===== config.mk =====
export PLATFORM = sky130hd
export DESIGN_NAME = teq_cell
export DESIGN_NICKNAME = d
export VERILOG_FILES = /design/src/rtl/core/teq_pkg.sv /design/src/rtl/core/teq_cell.sv
export SDC_FILE = /design/constraint.sdc
export NUM_CORES = 1
export LEC_CHECK = 0
export ABC_AREA = 1
export BUFFER_PORTS_ARGS = -buffer_cell sky130_fd_sc_hd__buf_2
export CORE_MARGIN = 5
export CORE_UTILIZATION = 40
export CTS_CLUSTER_DIAMETER = 50
export DETAILED_ROUTE_END_ITERATION = 8
export GPL_TIMING_DRIVEN = 1
export PLACE_DENSITY = 0.85
export SLEW_MARGIN = 20
export SYNTH_ARGS = -nofsm -noshare
export SYNTH_HDL_FRONTEND = slang
export SYNTH_SLANG_ARGS = --single-unit

===== constraint.sdc =====
create_clock -name clk_i -period 3 [get_ports clk_i]
set_input_delay 0.15 -clock clk_i [delete_from_list [all_inputs] [get_ports clk_i]]
set_output_delay 0.15 -clock clk_i [all_outputs]
set_load 0.03 [all_outputs]

===== src/rtl/core/teq_pkg.sv =====
// Package for the timed event queue: field widths, request and status codes, shared types.
package teq_pkg;

  localparam int unsigned TIME_W   = 48;
  localparam int unsigned ID_W     = 16;
  localparam int unsigned DELAY_W  = 32;
  localparam int unsigned REQ_W    = 2;
  localparam int unsigned STATUS_W = 3;
  localparam int unsigned OCC_W    = 5;

  // Request codes carried in req_type.
  typedef enum logic [REQ_W-1:0] {
    REQ_POST   = 2'd0,
    REQ_CANCEL = 2'd1,
    REQ_TICK   = 2'd2,
    REQ_POLL   = 2'd3
  } req_e;

  // Status codes returned with every result.
  typedef enum logic [STATUS_W-1:0] {
    ST_POSTED      = 3'd0,
    ST_DROPPED     = 3'd1,
    ST_CANCELLED   = 3'd2,
    ST_NOT_FOUND   = 3'd3,
    ST_DELIVERED   = 3'd4,
    ST_NOTHING_DUE = 3'd5,
    ST_TICKED      = 3'd6
  } status_e;

  // What the cell row does in the current cycle.
  typedef enum logic [1:0] {
    OP_HOLD,
    OP_INSERT,
    OP_REMOVE,
    OP_POP
  } cell_op_e;

  // One pending entry.
  typedef struct packed {
    logic [TIME_W-1:0] deadline;
    logic [ID_W-1:0]   id;
  } entry_t;

  // Command broadcast to every cell.
  typedef struct packed {
    cell_op_e op;
    entry_t   key;
  } cell_cmd_t;

endpackage


===== src/rtl/core/teq_cell.sv =====
// One slot of the sorted queue: holds an entry and trades it with its neighbors.
module teq_cell
  import teq_pkg::*;
(
  input  logic      clk_i,
  input  cell_cmd_t cmd_i,
  input  logic      valid_i,
  input  logic      prev_keep_i,
  input  logic      prev_hit_i,
  input  entry_t    prev_entry_i,
  input  entry_t    next_entry_i,
  output logic      keep_o,
  output logic      hit_o,
  output entry_t    entry_o
);

  entry_t entry_q;
  entry_t entry_d;
  logic   match;

  // Compare the stored entry with the broadcast key.
  assign keep_o  = valid_i && (entry_q.deadline <= cmd_i.key.deadline);
  assign match   = valid_i && (entry_q.id == cmd_i.key.id);
  assign hit_o   = prev_hit_i || match;
  assign entry_o = entry_q;

  // Choose between holding, taking the new entry, or shifting from a neighbor.
  always_comb begin
    entry_d = entry_q;
    case (cmd_i.op)
      OP_INSERT: begin
        if (!keep_o) begin
          entry_d = prev_keep_i ? cmd_i.key : prev_entry_i;
        end
      end
      OP_REMOVE: begin
        if (hit_o) begin
          entry_d = next_entry_i;
        end
      end
      OP_POP: begin
        entry_d = next_entry_i;
      end
      default: begin
        entry_d = entry_q;
      end
    endcase
  end

  always_ff @(posedge clk_i) begin
    entry_q <= entry_d;
  end

endmodule


## After elaboration in Yosys (flattened, before gate mapping)

Cells that the tools add are included.

| word-level totals | value |
|---|---|
| register bits | 64 |
| bits in latches | 0 |
| bits of input ports | 198 |
| bits in read-only memories | 0 |
| memory bits (writable) | 0 |
| output and inout port bits | 66 |
| memories kept | 0 |
| logic and storage cells | 18 |

| cells by class | value |
|---|---|
| order comparisons | 1 |
| $add $sub $neg | 0 |
| eq/ne operators | 6 |
| multipliers | 0 |
| mux-type cells | 4 |
| divide/modulo/power cells | 0 |
| reductions and logical operators | 5 |
| shift-type cells | 0 |
| bitwise operators | 0 |

Operator list:

| kind | count |
|---|---|
| 2-to-1 mux 64 bit | 3 |
| one-hot mux 64 bit (3 select lines) | 1 |
| <= comparator 48 bit | 1 |
| == test 16 bit | 1 |
| == test 2 bit (second input constant) | 2 |
| inequality test 2 bit (second input constant) | 2 |
| AND reduction 3 bit | 1 |
| nonzero test 3 bit | 1 |
| == test 2 x 1 -> 1 bit (second input constant) | 1 |
| logical AND 1 bit | 2 |
| logical OR 1 bit | 1 |

## Longest topological paths before layout

Gate-level depths: netlist (run 1).

| logic depth | value |
|---|---|
| depth after elaboration | 5 |
| gate-level depth with buffers | 16 |
| depth with buffers taken out | 16 |

## Least setup slack after synthesis (run 1)

OpenSTA, ideal clock, no wires.

| timing path | value |
|---|---|
| kind | register to register |
| start point | register entry_q, in the netlist entry_o[62] |
| end point | register entry_q, in the netlist entry_o[0], enable pin |
| slack | -0.259 ns |
| arrival | 2.841 ns |
| cell stages (with the launch flop) | 12 |
| setup time | 0.418 ns |
| period minus slack after synthesis | 3.259 ns |
| path buffers | 0 |
| data required time | 2.582 ns |
| cell sequence | edfxtp_1 ha_1 nand4_2 nor2_2 nand3_2 nor2_2 nand2_1 nand3_2 nand2_1 nand3_1 nand2_1 inv_1 |

| between the ends | value |
|---|---|
| word-level cells in the longest chain between the ends | 4 |

Ends and longest elaborated chain:

| element | RTL line | source |
|---|---|---|
| start, declared | teq_cell.sv:17 | `entry_t entry_q;` |
| start signal, assigned | teq_cell.sv:51 | `entry_q <= entry_d;` |
| <= comparator 48 bit | teq_cell.sv:22 | `assign keep_o = valid_i && (entry_q.deadline <= cmd_i.key.deadline);` |
| logical AND 1 bit | teq_cell.sv:22 |  |
| inequality test 2 bit (no source line) | - |  |
| AND reduction 3 bit (no source line) | - |  |

No other way between the ends.
A chain may end at the register's enable or synchronous reset.

## Final worst setup path (run 1)

| timing path | value |
|---|---|
| start point | register entry_q, in the netlist entry_o[43] |
| end point | register entry_q, in the netlist entry_o[50], enable pin |

Same word-level chain as after synthesis.

==> results of run 1 <==
==> power by group <==
group          switching [mW]  total, mW  internal (mW)
logic                   0.567      0.891          0.324
registers              0.0516       1.16           1.11
clock network           0.386       1.11          0.723
total                    1.00       3.16           2.16
==> through the flow <==
step	setup slack [ns]	total power [mW]	utilization, %
after CTS	0.481	3.20	55.1
after detailed placement	0.551	2.08	52.4
final	0.555	3.16	55.1
after global routing	0.297	3.34	55.1
after floorplan	0.0539	1.74	-
after global placement	0.607	2.05	52.4
==> metal layers <==
| metal | routed length (um) | GRT usage [%] | vias up |
|---|---|---|---|
| met5 | 0 | 0 | - |
| met4 | 168 | 4.37 | 0 |
| li1 | - | - | 2568 |
| met3 | 1280 | 5.28 | 13 |
| met1 | 5740 | 23.3 | 2125 |
| met2 | 7380 | 34.7 | 201 |
==> cell families (layout without fill, tap and decap cells) <==
kind of cell,Yosys count,after routing,synth area share (%)
xor+xnor,7,7,1.28
buf+inv,109,364,8.94
compound gates,159,159,16.9
simple gates,238,238,20.3
fa+ha+maj,48,48,12.5
flops,64,64,40.1
==> layout by cell type (no fill, tap or decap), types with 2 or more instances in the layout <==
cell type / synthesis / layout
buf_2: 11 / 261
nand2_1: 182 / 182
o21ai_0: 89 / 89
inv_1: 76 / 75
edfxtp_1: 64 / 64
a21oi_1: 55 / 55
ha_1: 48 / 48
nor2_1: 32 / 32
clkbuf_16: 0 / 9
o21ai_1: 8 / 8
inv_2: 7 / 7
nand3_1: 6 / 6
nor2_2: 4 / 4
nand3_2: 4 / 4
xnor2_1: 4 / 4
xor2_1: 3 / 3
clkinvlp_4: 0 / 3
buf_4: 1 / 3
nand2_2: 2 / 2
nand4_1: 2 / 2
a21o_1: 2 / 2
o22ai_1: 2 / 2
nand3b_1: 2 / 2
bufinv_16: 0 / 2
==> tightest hold or removal path, cell delays in order <==
cell	delay [ns]
buf_2	0.07
nand2_1	0.04
o21ai_0	0.05
==> layout make-up <==
cell class / count / area share (%)
inverter: 83 / 4.83
tap: 147 / 2.82
multi-input combinational: 452 / 37.5
clock buffer: 10 / 3.51
sequential: 64 / 29.4
timing repair buffer: 265 / 20.7
clock inverter: 6 / 1.28
==> worst min path at each step <==
| stage | from | slack (ns) | endpoint | cells after the start |
|---|---|---|---|---|
| floorplan | next_entry_i[17] | 0.34 | entry_o[17] | 2 |
| global placement | next_entry_i[21] | 0.43 | entry_o[21] | 3 |
| detailed placement | next_entry_i[26] | 0.43 | entry_o[26] | 3 |
| CTS | next_entry_i[26] | 0.09 | entry_o[26] | 3 |
| global route | next_entry_i[42] | 0.11 | entry_o[42] | 3 |
| finish | next_entry_i[26] | 0.10 | entry_o[26] | 3 |
==> results_dict.tcl, run 1 <==
set metrics [dict create \
    run_status "finished, final reports clean" \
    finalNonFillerCells 1027 \
    timing.final.hold_violations 0 \
    fin_worst_hold_slack_ns 0.101 \
    unrepaired_setup_endpoints_after_global_routing "no" \
    setup_violations 0 \
    flip_flop_count_of_the_largest_register_after_layout 64 \
    initial_utilization_pct 40.5 \
    drtPass1Iterations 5 \
    critPathMaxStageDelay_ns 0.42 \
    via_count 4907 \
    postPlaceCellArea_mm2 0.00622 \
    synthDominantCellAreaShare_pct 40.1 \
    multi_input_area_mm2 0.00245 \
    worst_r2r_start "entry_o[43]" \
    worst-endpoint-arrival_ns 2.42 \
    layout-area-overhead-vs-synth_pct 36.1 \
    netlist_instances 625 \
    worst_ir_drop_on_vdd_mv 0.282 \
    crit_family "simple AND/OR/NAND/NOR gates" \
    layout.nets 1121 \
    yosys.cell_types.count 30 \
    cp_capture_point "entry_o[50]" \
    fmax_mhz 409 \
    report.final.slew_viol_count 0 \
    clock_insertion_delay_worst_skew_ns 0.32 \
    drc_errors 0 \
    library_cell_occupying_the_most_area_in_the_post_synthesis_netlist "edfxtp_1" \
    min-delay-path-class "input pin to register" \
    end_kind "register" \
    grt_pass1_wl_mm 22.5 \
    grt_overflow 0 \
    global_route.usage.total_pct 19.4 \
    num-fill-cells 1146 \
    num_rows 40 \
    period_utilization_post_route_pct 81.5 \
    worst_setup_path_start_kind "register" \
    drtAntennaViolNets 0 \
    cp.required_ns 2.98 \
    critical_path_depth 14 \
    timing.max_slew.rel_slack_pct 37.4 \
    dpl.cell_count 1011 \
    power.density_mw_per_mm2 484 \
    place_congestion 0.900 \
    worstRegToRegCells 14 \
    cts.repair.resized 0 \
    layout.area.seq_mm2 0.00192 \
    synth-async-reset-ratio_pct 0 \
    layout_min_cycle_time_ns 2.44 \
    finalSetupTns_ns 0 \
    setup.worst_path.class "register to register" \
    chipWidth_um 120 \
    drv.max_cap_violation_count 0 \
    layout-drive-gt1-share_pct 34.0 \
    critical-path-top-cell-by-count "nand2_1" \
    clock_path_buffers 2 \
    critical_path.max_fanout 64 \
    ys_flop_type "edfxtp_1" \
    cts_buf_count 9 \
    clk_root_buffer_cell "clkbuf_16" \
    critical_path.cell_chain "ha_1, nand2_1, inv_1, nand3_1, nor2_1, nand3_2, nor2_2, nand2_1, nand3_2, nand2_1, nand3_1, nand2_1, clkinvlp_4, buf_12" \
    syn-cell-area_mm2 0.00480 \
    path_clk_slew_ns 0.06 \
    pin_count 264 \
    antenna_found_initial 0 \
    detail_route.wl_per_cell_um 14.2 \
    fp.dieH_um 120 \
    ys_warn_count 0 \
    final_area_mm2 0.00653 \
    total_leakage_power_nw 3.42 \
    synth.top_cells.by_count "nand2_1 (182), o21ai_0 (89), inv_1 (76), edfxtp_1 (64), a21oi_1 (55)" \
    tightestPinTransition_ns 0.940 \
    tritoncts "done" \
    synth_sequential_area_ratio_pct 40.1 \
    io_buffers 263 \
    cts_htree_levels 3 \
    tritoncts_num_sinks 64 \
    cts_hold_repair.buffers 0 \
    fin_skew_ns 0.00937 \
    drt_iter0_drc 209 \
    number_of_setup_buffers_added_after_cts 0 \
    reg2reg_setup_slack_ns 0.56 \
    synthMostInstantiatedCell "nand2_1" \
    post_synth_edffs 64 \
    detailedPlacementHpwl_mm 11.7 \
    worst_path_max_delay_cell "edfxtp_1" \
    detail_route.wirelength_mm 14.6 \
    worstPathBufferInverterCount 3 \
    first_global_vias 4678 \
    synth_nets 871 \
    timing.critical_path.from "entry_o[43]" \
    syn_avg_cell_area_um2 7.68 \
    core_mm2 0.0119 \
    dieArea_mm2 0.0143 \
    route.detailed.vias_per_inst 4.78 \
    yosys_register_bits 64 \
    worst_r2r_endpoint "entry_o[50]" \
    insertedDiodeCount 0 \
    grt_max_degree 112 \
    main_area_contributors_after_synthesis "edfxtp_1 (40%), nand2_1 (14%), ha_1 (13%), o21ai_0 (9.3%), inv_1 (5.9%)" \
]
(Power assumes the default switching activity.)
==> run 2: changes to the inputs <==
clock period = 2.1 ns   (was 3 ns; I/O delays follow)
==> run 2 against run 1 <==
  * The run now ends with negative setup slack left
  * First-iteration DRC count down 12%
  * Non-clock buffer count up 24
  * Power up 47%
  * Hold slack worse by 0.041 ns
  * Die area unchanged
  * Worst setup slack worse by 0.76 ns
  * Sequential share of layout area down 1.7 points
  * Utilization up 3.3 points
  * Global-route usage about the same
  * Critical endpoint is now entry_o[2]
  * Highest routed layer unchanged
==> results_dict.tcl, run 2 (synthesis gave the netlist of run 1 again) <==
set metrics [dict create \
    run_status "finished with violations" \
    violations_in_the_final_reports "negative setup slack" \
    fmax_mhz 434 \
    drv.max_cap_violation_count 0 \
    drc_errors 0 \
    via_count 5018 \
    setup.worst_path.class "register to register" \
    num_rows 40 \
    fin_skew_ns 0.0115 \
    antenna_found_initial 0 \
    fp.dieH_um 120 \
    min-delay-path-class "input pin to register" \
    period_utilization_post_route_pct 110 \
    total_leakage_power_nw 3.60 \
    detail_route.wl_per_cell_um 13.9 \
    io_buffers 263 \
    timing.final.hold_violations 0 \
    critical_path.max_fanout 16 \
    grt_overflow 0 \
    worst_ir_drop_on_vdd_mv 0.400 \
    core_mm2 0.0119 \
    tritoncts_num_sinks 64 \
    path_clk_slew_ns 0.06 \
    worst_setup_path_start_kind "register" \
    initial_utilization_pct 40.5 \
    clk_root_buffer_cell "clkbuf_16" \
    worstPathBufferInverterCount 3 \
    crit_family "simple AND/OR/NAND/NOR gates" \
    tightestPinTransition_ns 0.380 \
    cts_hold_repair.buffers 0 \
    unrepaired_setup_endpoints_after_global_routing "yes" \
    setup_violations 65 \
    layout-drive-gt1-share_pct 36.8 \
    reg2reg_setup_slack_ns -0.21 \
    tritoncts "done" \
    cts_htree_levels 3 \
    drt_iter0_drc 184 \
    drtAntennaViolNets 0 \
    layout.nets 1145 \
    chipWidth_um 120 \
    critical_path.cell_chain "ha_1, nand4_1, nor2_2, nand3_2, nor2_4, nand2_2, nand3_2, nand2_2, nand3_2, nand2_2, clkinvlp_4, buf_12, buf_12" \
    most_frequent_standard_cell_in_the_layout_excluding_fill_and_tap_cells "buf_2" \
    clock_insertion_delay_worst_skew_ns 0.32 \
    mostFrequentLayoutCells "buf_2 (260), nand2_1 (179), o21ai_0 (89), inv_1 (75), edfxtp_1 (64)" \
    cp.required_ns 2.12 \
    global_route.usage.total_pct 19.4 \
    final_area_mm2 0.00692 \
    end_kind "register" \
    dieArea_mm2 0.0143 \
    pin_count 264 \
    critPathMaxStageDelay_ns 0.40 \
    grt_pass1_wl_mm 22.6 \
    timing.max_slew.rel_slack_pct 74.6 \
    first_global_vias 4977 \
    clock_path_buffers 2 \
    cts_buf_count 9 \
    flip_flop_count_of_the_largest_register_after_layout 64 \
    postPlaceCellArea_mm2 0.00643 \
    detailedPlacementHpwl_mm 11.8 \
    postLayoutCoreUtil_pct 58.4 \
    insertedDiodeCount 0 \
    layout_min_cycle_time_ns 2.31 \
    worst-endpoint-arrival_ns 2.33 \
    grt_max_degree 90 \
    layout-area-overhead-vs-synth_pct 44.3 \
    finalWorstSetupSlack_ns -0.207 \
    report.final.slew_viol_count 0 \
    drtPass1Iterations 4 \
    worst_path_max_delay_cell "edfxtp_1" \
    power.density_mw_per_mm2 669 \
    detail_route.wirelength_mm 14.6 \
    finalSetupTns_ns -11.95 \
    route.detailed.vias_per_inst 4.77 \
    place_congestion 0.879 \
]
## run 2: cell types whose count changed in the layout (fill, tap and decap cells not counted), moves of 4 or more
| cell | delta |
|---|---|
| ha_4 | +4 |
| ha_1 | -4 |
| buf_12 | +4 |
| buf_4 | +16 |
## run 2: layer usage
metal	vias up	track usage, %	routed length (um)	part of all wire, %
met5	-	0	0	0
met4	0	4.37	249	1.7
met3	16	4.85	997	6.8
met2	170	34.8	7370	50
met1	2210	23.4	6010	41
li1	2622	-	-	-
## run 2: worst register-to-register path, stage by stage, from the launching register on
cell        delay (ns)
edfxtp_1          0.40
ha_1              0.31
nand4_1           0.16
nor2_2            0.21
nand3_2           0.11
nor2_4            0.12
nand2_2           0.06
nand3_2           0.07
nand2_2           0.05
nand3_2           0.06
nand2_2           0.06
clkinvlp_4        0.07
buf_12            0.15
buf_12            0.17
## run 2: path summary, 6_finish.rpt
path / end / from / depth (start not counted)
max: entry_o[2] / entry_o[45] / 13
max reg2reg: entry_o[2] / entry_o[45] / 13
min: entry_o[27] / next_entry_i[27] / 3
min reg2reg: entry_o[47] / entry_o[17] / 10
## run 2: where the power goes
group	internal, mW	total [mW]	switching [mW]
Combinational	0.571	1.41	0.841
Clock	1.03	1.56	0.530
Sequential	1.58	1.66	0.0739
## run 2: timing repair
action / 4_1_cts / 5_1_grt
resized for setup: 10 / 4
cloned: 2 / 2
setup buffers: 1 / 1
endpoints found under the setup margin: 65 / 65
pin swaps: 2 / 2
endpoints found under the hold margin: 0 / 0
## run 2: stage by stage
step / instances / setup slack, ns / hold WS (ns) / total power [mW]
finish: 1051 / -0.207 / 0.0602 / 4.63
global route: 1051 / -0.331 / 0.0534 / 4.91
CTS: 1048 / -0.203 / 0.0504 / 4.66
detailed placement: 1029 / -0.241 / 0.389 / 3.03
global placement: 1029 / -0.150 / 0.384 / 3.00
floorplan: 625 / -0.838 / 0.296 / 2.49
## run 2: layout make-up
type / count / area, um2
inverter: 83 / 315
fill: 1101 / 4940
clock inverter: 6 / 83.8
sequential: 64 / 1920
tap: 147 / 184
clock buffer: 10 / 229
timing repair buffer: 289 / 1660
multi-input combinational: 452 / 2530
==> run 3: changes to the inputs <==
CORE_UTILIZATION = 41   (was 40)
PLACE_DENSITY = 0.87   (was 0.85)
==> run 3 against run 2 <==
  * The run still ends with negative setup slack left
  * Sequential power is essentially flat
  * Clock power shrank 9%
  * Routed wire length grew 8.7%
  * Final area grew 3.3%
  * Register-to-register slack is essentially flat
  * Power shrank 0.54%
  * Hold slack gained 0.0029 ns
  * Non-clock buffer count grew 11
  * Utilization grew 4.0 points
  * Global-route usage grew 1.4 points
  * Largest cell class unchanged
==> results_dict.tcl, run 3 (synthesis gave the netlist of run 1 again) <==
set metrics [dict create \
    run_status "finished with violations" \
    violations_in_the_final_reports "negative setup slack" \
    chipWidth_um 118 \
    global_route.usage.total_pct 20.8 \
    pin_count 264 \
    total_leakage_power_nw 3.65 \
    fin_skew_ns 0.00767 \
    critical-path-top-cell-by-count "nand3_2" \
    via_count 5172 \
    cp.required_ns 2.18 \
    critPathMaxStageDelay_ns 0.44 \
    switching_power_as_a_share_of_total_power_pct 32.3 \
    fmax_mhz 431 \
    layout.nets 1156 \
    end_kind "register" \
    path_clk_slew_ns 0.05 \
    clk_root_buffer_cell "clkbuf_16" \
    fp.dieH_um 118 \
    layout.area.seq_mm2 0.00192 \
    crit_family "simple AND/OR/NAND/NOR gates" \
    timing.final.hold_violations 0 \
    clock_insertion_delay_worst_skew_ns 0.32 \
    detailedPlacementHpwl_mm 12.4 \
    tritoncts_num_sinks 64 \
    finalSetupTns_ns -13.34 \
    tritoncts "done" \
    insertedDiodeCount 0 \
    first_global_vias 5045 \
    critical_path.cell_chain "ha_4, nand2_1, inv_2, nand3_2, nor2_4, nand3_2, nor2_4, nand3_2, nand2_2, nand3_2, nand2_2, clkinvlp_4, buf_4, buf_12" \
    tightestPinTransition_ns 0.662 \
    setup_violations 65 \
    worst_ir_drop_on_vdd_mv 0.410 \
    cts_htree_levels 3 \
    internal_power_mw 3.12 \
    io_buffers 263 \
    worst_setup_path_start_kind "register" \
    critical_path.max_fanout 11 \
    dieArea_mm2 0.0140 \
    worst_path_max_delay_cell "edfxtp_1" \
    num-fill-cells 1035 \
    drtPass1Iterations 5 \
    mostFrequentLayoutCells "buf_2 (260), nand2_1 (179), o21ai_0 (89), inv_1 (73), edfxtp_1 (64)" \
    min-delay-path-class "input pin to register" \
    period_utilization_post_route_pct 110 \
    core_mm2 0.0115 \
    layout-area-overhead-vs-synth_pct 49.0 \
    cts_hold_repair.buffers 0 \
    pre_cts_ws_ns -0.202 \
    clock_path_buffers 2 \
    layout-drive-gt1-share_pct 39.2 \
    most_frequent_standard_cell_in_the_layout_excluding_fill_and_tap_cells "buf_2" \
    dpl.cell_count 1028 \
    initial_utilization_pct 41.8 \
    combinationalPowerShare_pct 32.9 \
    worst-endpoint-arrival_ns 2.39 \
    drtAntennaViolNets 0 \
    num_rows 39 \
    drt_iter0_drc 274 \
    setup.worst_path.class "register to register" \
    p_sw_mw 1.49 \
    finalNonFillerCells 1058 \
    postLayoutCoreUtil_pct 62.3 \
    worstPathBufferInverterCount 4 \
    place_congestion 0.942 \
    drc_errors 0 \
    fin_worst_hold_slack_ns 0.0631 \
    grt_max_degree 74 \
    clkPwrFrac_pct 30.9 \
    antenna_found_initial 0 \
    grt_pass1_wl_mm 23.9 \
    detail_route.wl_per_cell_um 15.0 \
    grt_overflow 0 \
    drv.max_cap_violation_count 0 \
    power.share.sequential_pct 36.2 \
    multi_input_area_mm2 0.00270 \
    cts_buf_count 9 \
    finalWorstSetupSlack_ns -0.218 \
    unrepaired_setup_endpoints_after_global_routing "yes" \
    timing.max_slew.rel_slack_pct 55.8 \
    layout_min_cycle_time_ns 2.32 \
    detail_route.wirelength_mm 15.9 \
    flip_flop_count_of_the_largest_register_after_layout 64 \
    power.density_mw_per_mm2 645 \
    route.detailed.vias_per_inst 4.89 \
    report.final.slew_viol_count 0 \
]
-- run 3: changes by cell type in the layout (fill, tap and decap cells not counted), moves of 3 or more --
cell	before	now
buf_6	1	6
nor2_4	2	5
ha_1	44	35
buf_4	19	26
ha_4	4	13
-- run 3: final timing paths --
| check | endpoint | slack, ns | startpoint | cells after the start |
|---|---|---|---|---|
| setup / recovery | entry_o[40] | -0.22 | entry_o[43] | 14 |
| hold / removal | entry_o[24] | 0.06 | next_entry_i[24] | 3 |
| setup reg to reg | entry_o[40] | -0.22 | entry_o[43] | 14 |
| hold reg to reg | entry_o[15] | 1.44 | entry_o[17] | 10 |
-- run 3: layout make-up --
cell class	count	share of cell area (%)
Clock inverter	5	0.665
Tap cell	143	2.50
Inverter	83	4.41
Sequential cell	64	26.9
Clock buffer	11	3.26
Multi-Input combinational cell	452	37.8
Timing Repair Buffer	300	24.5
-- run 3: layer usage --
metal  vias to the layer above  part of all wire [%]  wire length (um)  track usage (%)
met4                         0                   1.5               242             4.87
met1                      2315                    39              6140             24.6
met2                       194                    52              8300             37.8
met3                        18                   7.6              1210             5.16
met5                         -                     0                 0                0
li1                       2645                     -                 -                -
-- run 3: stage by stage --
step / instance area (um2) / total power [mW]
floorplan: 4830 / 2.49
global placement: 6430 / 3.00
detailed placement: 6430 / 3.04
CTS: 6890 / 4.55
global route: 7150 / 4.86
finish: 7150 / 4.61
-- run 3: what timing repair did --
action / CTS / global route
cloned: 2 / 4
setup endpoints to repair: 65 / 65
pin swaps: 2 / 13
buffers inserted: 6 / 2
gates resized for setup: 18 / 22
-- run 3: worst min-delay path: stages --
cell     delay (ns)
buf_2          0.07
nand2_1        0.04
o21ai_0        0.05
-- run 3: power by group through the flow --
stage | Sequential (mW) | Combinational [mW] | Clock [mW]
after global routing | 1.69 | 1.67 | 1.50
after global placement | 1.67 | 1.32 | 0
after floorplan | 1.94 | 0.549 | 0
after CTS | 1.66 | 1.43 | 1.46
final | 1.67 | 1.52 | 1.42
after detailed placement | 1.68 | 1.35 | 0
